$ cat src/rtl/core/upd_pkg.sv
package upd_pkg;

  localparam int QDEPTH = 4;
  localparam int QAW    = $clog2(QDEPTH);

  localparam logic [7:0] CH_PCT   = 8'h25;  // '%'
  localparam logic [7:0] CH_PLUS  = 8'h2B;  // '+'
  localparam logic [7:0] CH_SPACE = 8'h20;
  localparam logic [7:0] CH_NUL   = 8'h00;

  typedef enum logic [1:0] {
    PH_IDLE  = 2'd0,
    PH_PCT   = 2'd1,
    PH_DIGIT = 2'd2
  } upd_phase_t;

  // up to three results from one input beat, emitted b0 first
  typedef struct packed {
    logic [1:0] cnt;
    logic       term;   // last result of the beat closes the string
    logic [7:0] b2;
    logic [7:0] b1;
    logic [7:0] b0;
  } upd_cmd_t;

  function automatic logic is_hex(input logic [7:0] c);
    is_hex = (c >= 8'h30 && c <= 8'h39) ||
             (c >= 8'h41 && c <= 8'h46) ||
             (c >= 8'h61 && c <= 8'h66);
  endfunction

  // only meaningful when is_hex(c)
  function automatic logic [3:0] hex_val(input logic [7:0] c);
    logic [7:0] v;
    if (c <= 8'h39) begin
      v = c - 8'h30;
    end else begin
      v = (c & 8'hDF) - 8'h37;   // fold to upper case, then 'A' - 10
    end
    hex_val = v[3:0];
  endfunction

  function automatic logic [7:0] plain_byte(input logic [7:0] c);
    plain_byte = (c == CH_PLUS) ? CH_SPACE : c;
  endfunction

endpackage

$ cat src/rtl/core/upd_front.sv
module upd_front (
  input  logic             clk,
  input  logic             rst_n,
  input  logic             accept,
  input  logic [7:0]       in_byte,
  input  logic             eos,
  output logic             push,
  output upd_pkg::upd_cmd_t cmd
);

  upd_pkg::upd_phase_t phase_r, phase_nxt;
  logic [7:0]          held_r, held_nxt;
  logic                c_hex, c_pct;
  logic [7:0]          fb;

  assign c_hex = upd_pkg::is_hex(in_byte);
  assign c_pct = (in_byte == upd_pkg::CH_PCT);
  assign fb    = upd_pkg::plain_byte(in_byte);

  always_comb begin
    phase_nxt = phase_r;
    held_nxt  = held_r;
    if (accept) begin
      if (eos) begin
        phase_nxt = upd_pkg::PH_IDLE;
      end else begin
        case (phase_r)
          upd_pkg::PH_PCT: begin
            if (c_hex) begin
              phase_nxt = upd_pkg::PH_DIGIT;
              held_nxt  = in_byte;
            end else begin
              phase_nxt = c_pct ? upd_pkg::PH_PCT : upd_pkg::PH_IDLE;
            end
          end
          upd_pkg::PH_DIGIT: begin
            if (c_hex) begin
              phase_nxt = upd_pkg::PH_IDLE;
            end else begin
              phase_nxt = c_pct ? upd_pkg::PH_PCT : upd_pkg::PH_IDLE;
            end
          end
          default: begin
            phase_nxt = c_pct ? upd_pkg::PH_PCT : upd_pkg::PH_IDLE;
          end
        endcase
      end
    end
  end

  always_comb begin
    cmd      = '0;
    if (eos) begin
      cmd.term = 1'b1;
      case (phase_r)
        upd_pkg::PH_PCT: begin
          cmd.cnt = 2'd2;
          cmd.b0  = upd_pkg::CH_PCT;
          cmd.b1  = upd_pkg::CH_NUL;
        end
        upd_pkg::PH_DIGIT: begin
          cmd.cnt = 2'd3;
          cmd.b0  = upd_pkg::CH_PCT;
          cmd.b1  = held_r;
          cmd.b2  = upd_pkg::CH_NUL;
        end
        default: begin
          cmd.cnt = 2'd1;
          cmd.b0  = upd_pkg::CH_NUL;
        end
      endcase
    end else begin
      case (phase_r)
        upd_pkg::PH_PCT: begin
          if (!c_hex) begin
            cmd.b0  = upd_pkg::CH_PCT;
            cmd.b1  = fb;
            cmd.cnt = c_pct ? 2'd1 : 2'd2;
          end
        end
        upd_pkg::PH_DIGIT: begin
          if (c_hex) begin
            cmd.cnt = 2'd1;
            cmd.b0  = {upd_pkg::hex_val(held_r), upd_pkg::hex_val(in_byte)};
          end else begin
            // broken escape: replay '%' and the held digit, then the new byte unless it is '%'
            cmd.b0  = upd_pkg::CH_PCT;
            cmd.b1  = held_r;
            cmd.b2  = fb;
            cmd.cnt = c_pct ? 2'd2 : 2'd3;
          end
        end
        default: begin
          cmd.b0  = fb;
          cmd.cnt = c_pct ? 2'd0 : 2'd1;
        end
      endcase
    end
  end

  assign push = accept && (cmd.cnt != 2'd0);

  always_ff @(posedge clk) begin
    if (!rst_n) begin
      phase_r <= upd_pkg::PH_IDLE;
      held_r  <= '0;
    end else begin
      phase_r <= phase_nxt;
      held_r  <= held_nxt;
    end
  end

endmodule

$ cat src/rtl/core/upd_queue.sv
module upd_queue (
  input  logic              clk,
  input  logic              rst_n,
  input  logic              push,
  input  upd_pkg::upd_cmd_t push_cmd,
  input  logic              pop,
  output logic              full,
  output logic              head_vld,
  output upd_pkg::upd_cmd_t head_cmd
);

  upd_pkg::upd_cmd_t       mem_r [upd_pkg::QDEPTH];
  logic [upd_pkg::QAW-1:0] wr_ptr_r, rd_ptr_r;
  logic [upd_pkg::QAW:0]   cnt_r, cnt_nxt;

  assign full     = (cnt_r == (upd_pkg::QAW+1)'(upd_pkg::QDEPTH));
  assign head_vld = (cnt_r != '0);
  assign head_cmd = mem_r[rd_ptr_r];

  always_comb begin
    cnt_nxt = cnt_r;
    if (push && !pop) begin
      cnt_nxt = cnt_r + 1'b1;
    end else if (pop && !push) begin
      cnt_nxt = cnt_r - 1'b1;
    end
  end

  always_ff @(posedge clk) begin
    if (push) begin
      mem_r[wr_ptr_r] <= push_cmd;
    end
  end

  always_ff @(posedge clk) begin
    if (!rst_n) begin
      wr_ptr_r <= '0;
      rd_ptr_r <= '0;
      cnt_r    <= '0;
    end else begin
      if (push) wr_ptr_r <= wr_ptr_r + 1'b1;
      if (pop)  rd_ptr_r <= rd_ptr_r + 1'b1;
      cnt_r <= cnt_nxt;
    end
  end

endmodule

$ cat src/rtl/core/upd_back.sv
module upd_back (
  input  logic              clk,
  input  logic              rst_n,
  input  logic              head_vld,
  input  upd_pkg::upd_cmd_t head_cmd,
  output logic              pop,
  output logic              out_tvalid,
  input  logic              out_tready,
  output logic [7:0]        out_tdata,
  output logic              out_tuser,
  output logic              out_tlast
);

  upd_pkg::upd_cmd_t work_r;
  logic              work_vld_r;
  logic [1:0]        idx_r;
  logic              last, take, load;

  assign last = (idx_r == work_r.cnt - 2'd1);
  assign take = work_vld_r && out_tready;
  assign load = !work_vld_r || (take && last);
  assign pop  = load && head_vld;

  always_comb begin
    case (idx_r)
      2'd0:    out_tdata = work_r.b0;
      2'd1:    out_tdata = work_r.b1;
      default: out_tdata = work_r.b2;
    endcase
  end

  assign out_tvalid = work_vld_r;
  assign out_tlast  = last;
  assign out_tuser  = work_r.term && last;

  always_ff @(posedge clk) begin
    if (load) begin
      work_r <= head_cmd;
    end
  end

  always_ff @(posedge clk) begin
    if (!rst_n) begin
      work_vld_r <= 1'b0;
      idx_r      <= '0;
    end else if (load) begin
      work_vld_r <= head_vld;
      idx_r      <= '0;
    end else if (take) begin
      idx_r <= idx_r + 2'd1;
    end
  end

endmodule

$ cat src/rtl/core/url_percent_decoder_top.sv
// channel | dir | tdata           | tuser             | tlast
// in_     | in  | [7:0] in_byte   | [0] end_of_string | -
// out_    | out | [7:0] out_byte  | [0] is_terminator | last_in_run
//
// One input beat per cycle when each beat yields at most one result and
// out_tready is high. A broken escape or an end of string yields up to
// three results and backs up the 4-entry command queue, which is what
// drops in_tready. Results pass the queue, then the output register.
// rst_n is synchronous and clears escape state, queue and output stage.
module url_percent_decoder_top (
  input  logic       clk,
  input  logic       rst_n,
  input  logic       in_tvalid,
  output logic       in_tready,
  input  logic [7:0] in_tdata,   // [7:0] in_byte
  input  logic       in_tuser,   // [0] end_of_string
  output logic       out_tvalid,
  input  logic       out_tready,
  output logic [7:0] out_tdata,  // [7:0] out_byte
  output logic       out_tuser,  // [0] is_terminator
  output logic       out_tlast
);

  upd_pkg::upd_cmd_t push_cmd, head_cmd;
  logic              push, pop, full, head_vld, accept;

  assign in_tready = !full;
  assign accept    = in_tvalid && in_tready;

  upd_front u_front (
    .clk     (clk),
    .rst_n   (rst_n),
    .accept  (accept),
    .in_byte (in_tdata),
    .eos     (in_tuser),
    .push    (push),
    .cmd     (push_cmd)
  );

  upd_queue u_queue (
    .clk      (clk),
    .rst_n    (rst_n),
    .push     (push),
    .push_cmd (push_cmd),
    .pop      (pop),
    .full     (full),
    .head_vld (head_vld),
    .head_cmd (head_cmd)
  );

  upd_back u_back (
    .clk        (clk),
    .rst_n      (rst_n),
    .head_vld   (head_vld),
    .head_cmd   (head_cmd),
    .pop        (pop),
    .out_tvalid (out_tvalid),
    .out_tready (out_tready),
    .out_tdata  (out_tdata),
    .out_tuser  (out_tuser),
    .out_tlast  (out_tlast)
  );

endmodule

$ cat config.mk
export PLATFORM = sky130hd
export DESIGN_NAME = url_percent_decoder_top
export DESIGN_NICKNAME = d
export VERILOG_FILES = /design/src/rtl/core/upd_pkg.sv /design/src/rtl/core/upd_front.sv /design/src/rtl/core/upd_queue.sv /design/src/rtl/core/upd_back.sv /design/src/rtl/core/url_percent_decoder_top.sv
export SDC_FILE = /design/constraint.sdc
export NUM_CORES = 1
export LEC_CHECK = 0
export ABC_AREA = 1
export BUFFER_PORTS_ARGS = -buffer_cell sky130_fd_sc_hd__buf_2
export CELL_PAD_IN_SITES_DETAIL_PLACEMENT = 1
export CELL_PAD_IN_SITES_GLOBAL_PLACEMENT = 1
export CORE_MARGIN = 3
export CORE_UTILIZATION = 45
export CTS_CLUSTER_DIAMETER = 200
export DETAILED_ROUTE_END_ITERATION = 8
export GPL_TIMING_DRIVEN = 0
export PLACE_DENSITY_LB_ADDON = 0.1
export SYNTH_ARGS = -nofsm -noshare
export SYNTH_HDL_FRONTEND = slang
export SYNTH_SLANG_ARGS = --single-unit
$ cat constraint.sdc
create_clock -name clk -period 3 [get_ports clk]
set_clock_uncertainty 0.1 [all_clocks]
set_input_delay 0.3 -clock clk [delete_from_list [all_inputs] [get_ports clk]]
set_output_delay 0.3 -clock clk [all_outputs]
set_load 0.02 [all_outputs]
======== Word-level counts from Yosys, hierarchy flattened ========
Memory sizes are Yosys's and may differ from the RTL's. A register that Yosys moved wholly into a read port is not among the register bits.
Index checks and enable logic that the tools add are counted.
W data, S select, Z words.
storage, ports and cells
  flip-flop bits (word level) ............. 20
  RAM bits ................................ 108
  output and inout bits ................... 12
  logic and storage cells ................. 90
  memories ................................ 1
memories
  name           words  width  rd ports  clocked after Yosys merged registers in  write ports  line             RTL
  u_queue.mem_r  4      27     1         1                                        1            upd_queue.sv:12  upd_pkg::upd_cmd_t mem_r [upd_pkg::QDEPTH];
operators by class
  add/sub/neg operators ................... 10
  $lt $le $gt $ge ......................... 7
  equality and inequality tests ........... 7
  multiplexer cells ....................... 31
  bitwise operators ....................... 2
  reductions and logical operators ........ 25
operators by type and width
  kind                   number
  $pmux W8 S2            3
  $mux W16               2
  $mux W8                4
  $mux W24               1
  $eq A8 B6 Y1 const B   2
  $ge A8 B7 Y1 const B   2
  $le A8 B6 Y1 const B   2
  $le A8 B7 Y1 const B   2
  $mux W2                7
  $pmux W2 S2            3
  $logic_and A1 B1 Y1    11
  $ge A8 B6 Y1 const B   1
  $mux W4                2
  $sub A4 B1 Y4 const B  2
  $sub A4 B3 Y4 const B  2
  $add A2 B1 Y2 const B  3
  $mux W1                6
  $mux W3                2
  $mux W6                1
  $eq A2 B1 Y1 const B   2
  $logic_not A1 Y1       4
  $reduce_and A4 Y1      1
  $reduce_bool A2 Y1     2
  $reduce_or A2 Y1       2
  other kinds (10)       13

======== Logic depth before layout (Yosys ltp) ========
  depth after elaboration ................. 13
  mapped depth ............................ 19
  depth with buffers taken out ............ 19

======== By module ========
Synthesis repeated with hierarchy kept, for this count alone.
unflattened totals
  cell total of the unflattened synthesis .. 632
  area, all modules ....................... 6,944.2 µm²
modules (own cells, without submodules)
  module                   times used  cells an instance  area each (µm²)
  upd_queue                1           320                4,498.1
  upd_front                1           221                1,249.9
  upd_back                 1           88                 1,182.4
  url_percent_decoder_top  1           3                  13.8

======== Worst setup path before layout ========
OpenSTA, ideal clock, no wires.
  path type ............................... input-to-reg
  start ................................... input port in_tdata[1]
  end ..................................... memory u_queue.mem_r[1][0] (netlist name), enable pin
  setup time .............................. 0.411 ns
  data arrival time ....................... 2.473 ns
  slack ................................... 0.016 ns
  stages .................................. 11
  buffers on the path ..................... 0
  cells stage by stage .................... inv_1 ha_1 inv_1 nand3_1 nand4_1 nand3_2 nand3_1 nand2_2 nand2_4 nand2_2 nor2_1
on the way
  cells in the longest elaborated chain, start to end .. 11
RTL lines
  item                                           line                              RTL
  start, declared                                url_percent_decoder_top.sv:15     input logic [7:0] in_tdata,
  $ge A8 B6 Y1 (tied with other cells)           upd_pkg.sv:27                     is_hex = (c >= 8'h30 && c <= 8'h39) ||
  $logic_and A1 B1 Y1, on equally long branches  upd_pkg.sv:27, upd_pkg.sv:28
  $logic_or A1 B1 Y1                             upd_pkg.sv:27
  $logic_or A1 B1 Y1                             upd_pkg.sv:28                     (c >= 8'h41 && c <= 8'h46) ||
  $mux W2, on equally long branches              upd_front.sv:82, upd_front.sv:75
  $pmux W2 S2 *                                  upd_front.sv:73                   case (phase_r)
  $mux W2 *                                      upd_front.sv:53                   if (eos) begin
  $reduce_bool A2 Y1 *                           upd_front.sv:101                  assign push = accept && (cmd.cnt != 2'd0);
  $logic_and A1 B1 Y1 *                          upd_front.sv:101
  $mux W1 *                                      upd_queue.sv:30                   if (push) begin
  $mux W1 (implied by the code) *                upd_queue.sv:31                   mem_r[wr_ptr_r] <= push_cmd;
  end, declared                                  upd_queue.sv:12
Every way passes the cells marked *; elsewhere a longest branch is shown, timed or not.

======== Worst setup path in the final report ========
  start ................................... register u_front.phase_r[0]
  end ..................................... register u_queue.cnt_r[1] (netlist name)
RTL lines
  item                                          line                              RTL
  start, declared                               upd_front.sv:11                   upd_pkg::upd_phase_t phase_r, phase_nxt;
  start signal, assigned                        upd_front.sv:105                  phase_r <= upd_pkg::PH_IDLE;
  start signal, assigned                        upd_front.sv:108                  phase_r <= phase_nxt;
  $eq A2 B2 Y1 or $eq A2 B1 Y1 (tied branches)  upd_front.sv:55, upd_front.sv:73
  $pmux W2 S2, on equally long branches         upd_front.sv:73, upd_front.sv:55
  $mux W2 *                                     upd_front.sv:53
  $reduce_bool A2 Y1 *                          upd_front.sv:101
  $logic_and A1 B1 Y1 *                         upd_front.sv:101
  net push                                      url_percent_decoder_top.sv:25     logic push, pop, full, head_vld, accept;
  $logic_and A1 B1 Y1 *                         upd_queue.sv:22                   if (push && !pop) begin
  $mux W3 *                                     upd_queue.sv:22
  net u_queue.cnt_nxt (one bit)                 upd_queue.sv:14                   logic [upd_pkg::QAW:0] cnt_r, cnt_nxt;
  end signal, assigned                          upd_queue.sv:43                   cnt_r <= cnt_nxt;
  end, declared                                 upd_queue.sv:14
Mark *: on every way through the listed nets, which the timed path passes. The rest lies on a longest branch.
A chain may end at the register's enable or synchronous reset.

==> out/metrics.yaml <==
outcome: "finished, final reports clean"
grt_max_degree: 31
rr_worst_depth: 14
worst_slew_margin_rel: 0.382
hold_viol: 0
dp_cells: 812
use_met1: 0.286
clock_path_buffers: 2
grt_antenna_before_repair: 0
cpLargestDelayFamily: "adder cells"
antenna_cells: 0
fin_crit_ps: 2710
h-tree-depth: 4
netlist_area_um2: 6760
dieArea_um2: 16500
dpl.hpwl_mm: 11.7
synth_most_common_cell: "edfxtp_1"
finalPower_w: 0.00674
ys_ff_latch: 155
cts_buffers: 17
vias: 4697
max_freq_mhz: 369
startpoint_type: "flop"
instances_no_fill: 848
setup_ws_ps: 293
floorplan.initialDensity: 0.462
clkSlewWorstSetupHoldPaths_ps: 60
cp_common_cell: "inv_1"
worst_slew_pin_slew_ps: 924
ys.flop_type: "edfxtp_1"
first_pass_iters: 5
hp-class: "input port to flop"
post_synth_num_cell_types: 37
dp_slack_ps: -367
synth_warnings: 0
yosysTopAreaCell: "edfxtp_1"
busiest_layer: "met2"
viasPerCell: 5.54
max-vdd-ir-drop_mv: 0.381
area_growth_syn_to_layout_pct: 15.0
cp.depth: 14
worstPathRequired_ps: 3210
crit_type: "flop to flop"
grt_usage: 0.221
final_layout_size_suffix_gt1_frac: 0.142
yosysTopAreaCellShare: 0.600
first_global_vias: 4960
powerDensity_nw_per_um2: 867
cp_slowest_cell: "fa_1"
pin_count: 25
die_w_um: 129
yosys-top-cells-count: "edfxtp_1 (135), nor2_1 (86), o21ai_0 (83)"
end_kind: "flop"
grt_pass1_wl_mm: 27.1
holdPathStages: 3
route.antenna.remaining_nets: 0
syn_area_per_cell_um2: 11.2
wire_per_inst_um: 20.7
grt_overflow_total: 0
leakage_nw: 2.74
syn_nets: 633
gp_congestion: 0.870
fin_nets: 681
synth_edf_count: 135
netlist_instances: 603
cp.buffers_inverters: 5
clk_latency_ps: 420
wirelength_mm: 17.5
rsz0062_at_grt: "false"
path_cells: "inv_1 -> ha_4 -> inv_1 -> o21ai_1 -> inv_1 -> a21oi_4 -> nand2_4 -> nand2_4 -> inv_1 -> ha_1 -> inv_1 -> fa_1 -> o21ai_0 -> a21oi_1"
synthArstFlopShare: 0
rows: 44
io_buffers: 24
cts_sinks: 155
ys_seq_area_frac: 0.659
drv_cap: 0
drc: 0
crit_path_max_fanout: 6
cpPeakStageDelay_ps: 410
initialDrtViolationCount: 306
timing.final.crit_share: 0.902
cts_tree: "yes"
drv_slew: 0
critPathArrivalTime_ps: 2910
yosys-top-cells-area: "edfxtp_1 (60%), o21ai_0 (6.1%), dfxtp_1 (5.9%)"
setup_violations: 0
met2_usage: 0.381
cts_root_buf: "clkbuf_16"
core_um2: 14600
met3_usage: 0.0353
fp.dieH_um: 129
power breakdown:
| group | switching, W | leakage, nW | internal (W) |
|---|---|---|---|
| Sequential | 0.000123 | 1.41 | 0.00280 |
| Combinational | 0.00127 | 1.06 | 0.000499 |
| Clock | 0.000842 | 0.266 | 0.00120 |
cells in the final DEF, fill, tap and decap left out, drive strengths merged:
master / instances
inv: 51
buf: 34
nor3: 3
bufinv: 2
nand3: 18
a21oi: 27
o211ai: 1
o22ai: 34
fa: 1
nand4: 4
o311ai: 1
clkinv: 9
xor2: 4
or2: 2
a22oi: 9
nand2: 72
ha: 16
o31ai: 1
nor2: 90
dfxtp: 20
xnor2: 1
clkinvlp: 3
nor3b: 1
clkbuf: 37
o21ai: 88
edfxtp: 135
worst paths after layout:
check / start / endpoint / slack [ps]
max reg2reg: u_front.phase_r[0] / u_queue.cnt_r[1] / 290
min: out_tready / u_back.idx_r[1] / 80
min reg2reg: u_front.phase_r[0] / u_front.phase_r[0] / 410
max: u_front.phase_r[0] / u_queue.cnt_r[1] / 290
sequential cells by signal (all words and copies together), names as in the netlist:
register and cells:
u_front.phase_r 2, u_queue.cnt_r 3, u_back.work_r 27, u_front.held_r 8, u_back.idx_r 2, u_queue.wr_ptr_r 2
u_queue.rd_ptr_r 2, u_back.out_tvalid 1, u_queue.mem_r 108
stage by stage:
stage	hold slack, ps	util	setup TNS [ps]	area [um2]
finish	77.5	0.531	0	7770
global route	87.1	0.531	0	7770
CTS	62.3	0.528	0	7720
detailed placement	386	0.489	-1080	7160
global placement	380	0.486	-131550	7110
floorplan	299	-	0	6760
logic make-up (layout without fill, tap and decap cells):
group | Yosys count | count (layout) | synth area share
buffers and inverters | 76 | 136 | 0.0453
and+or+nand+nor | 190 | 190 | 0.125
DFF | 155 | 155 | 0.659
adders and majority gates | 17 | 17 | 0.0326
AOI/OAI and AO/OA | 160 | 161 | 0.132
xor gates and xnor gates | 5 | 5 | 0.00648
cell type report:
type | count | area [um2]
flip-flops and latches | 155 | 4450
clock inverters | 15 | 130
inverters | 50 | 188
multi-input cells | 373 | 2060
well taps | 184 | 230
fillers | 1562 | 6870
repair buffers | 28 | 163
plain buffers | 26 | 119
clock buffers | 17 | 425
per-layer routing:
layer  vias up  wire length (um)
met5         -                 0
li1       2234                 -
met3        20               653
met1      2328              7560
met2       115              9020
met4         0               280
worst reg2reg max path, cell delays in order (launching register included):
cell and delay (ps):
dfxtp_1 380, inv_1 100, ha_4 310, inv_1 100, o21ai_1 140, inv_1 70, a21oi_4 160, nand2_4 90
nand2_4 140, inv_1 70, ha_1 190, inv_1 100, fa_1 410, o21ai_0 170, a21oi_1 60
what timing repair did:
action / CTS / global route
pin swaps: 0 / 1
endpoints found under the setup margin: 3 / 2
gates resized for setup: 1 / 3
hold buffers: 0 / 0
cloned: 0 / 1
endpoints found under the hold margin: 0 / 0
setup buffers: 0 / 3
Note: power is estimated with default switching activity, not from simulation.
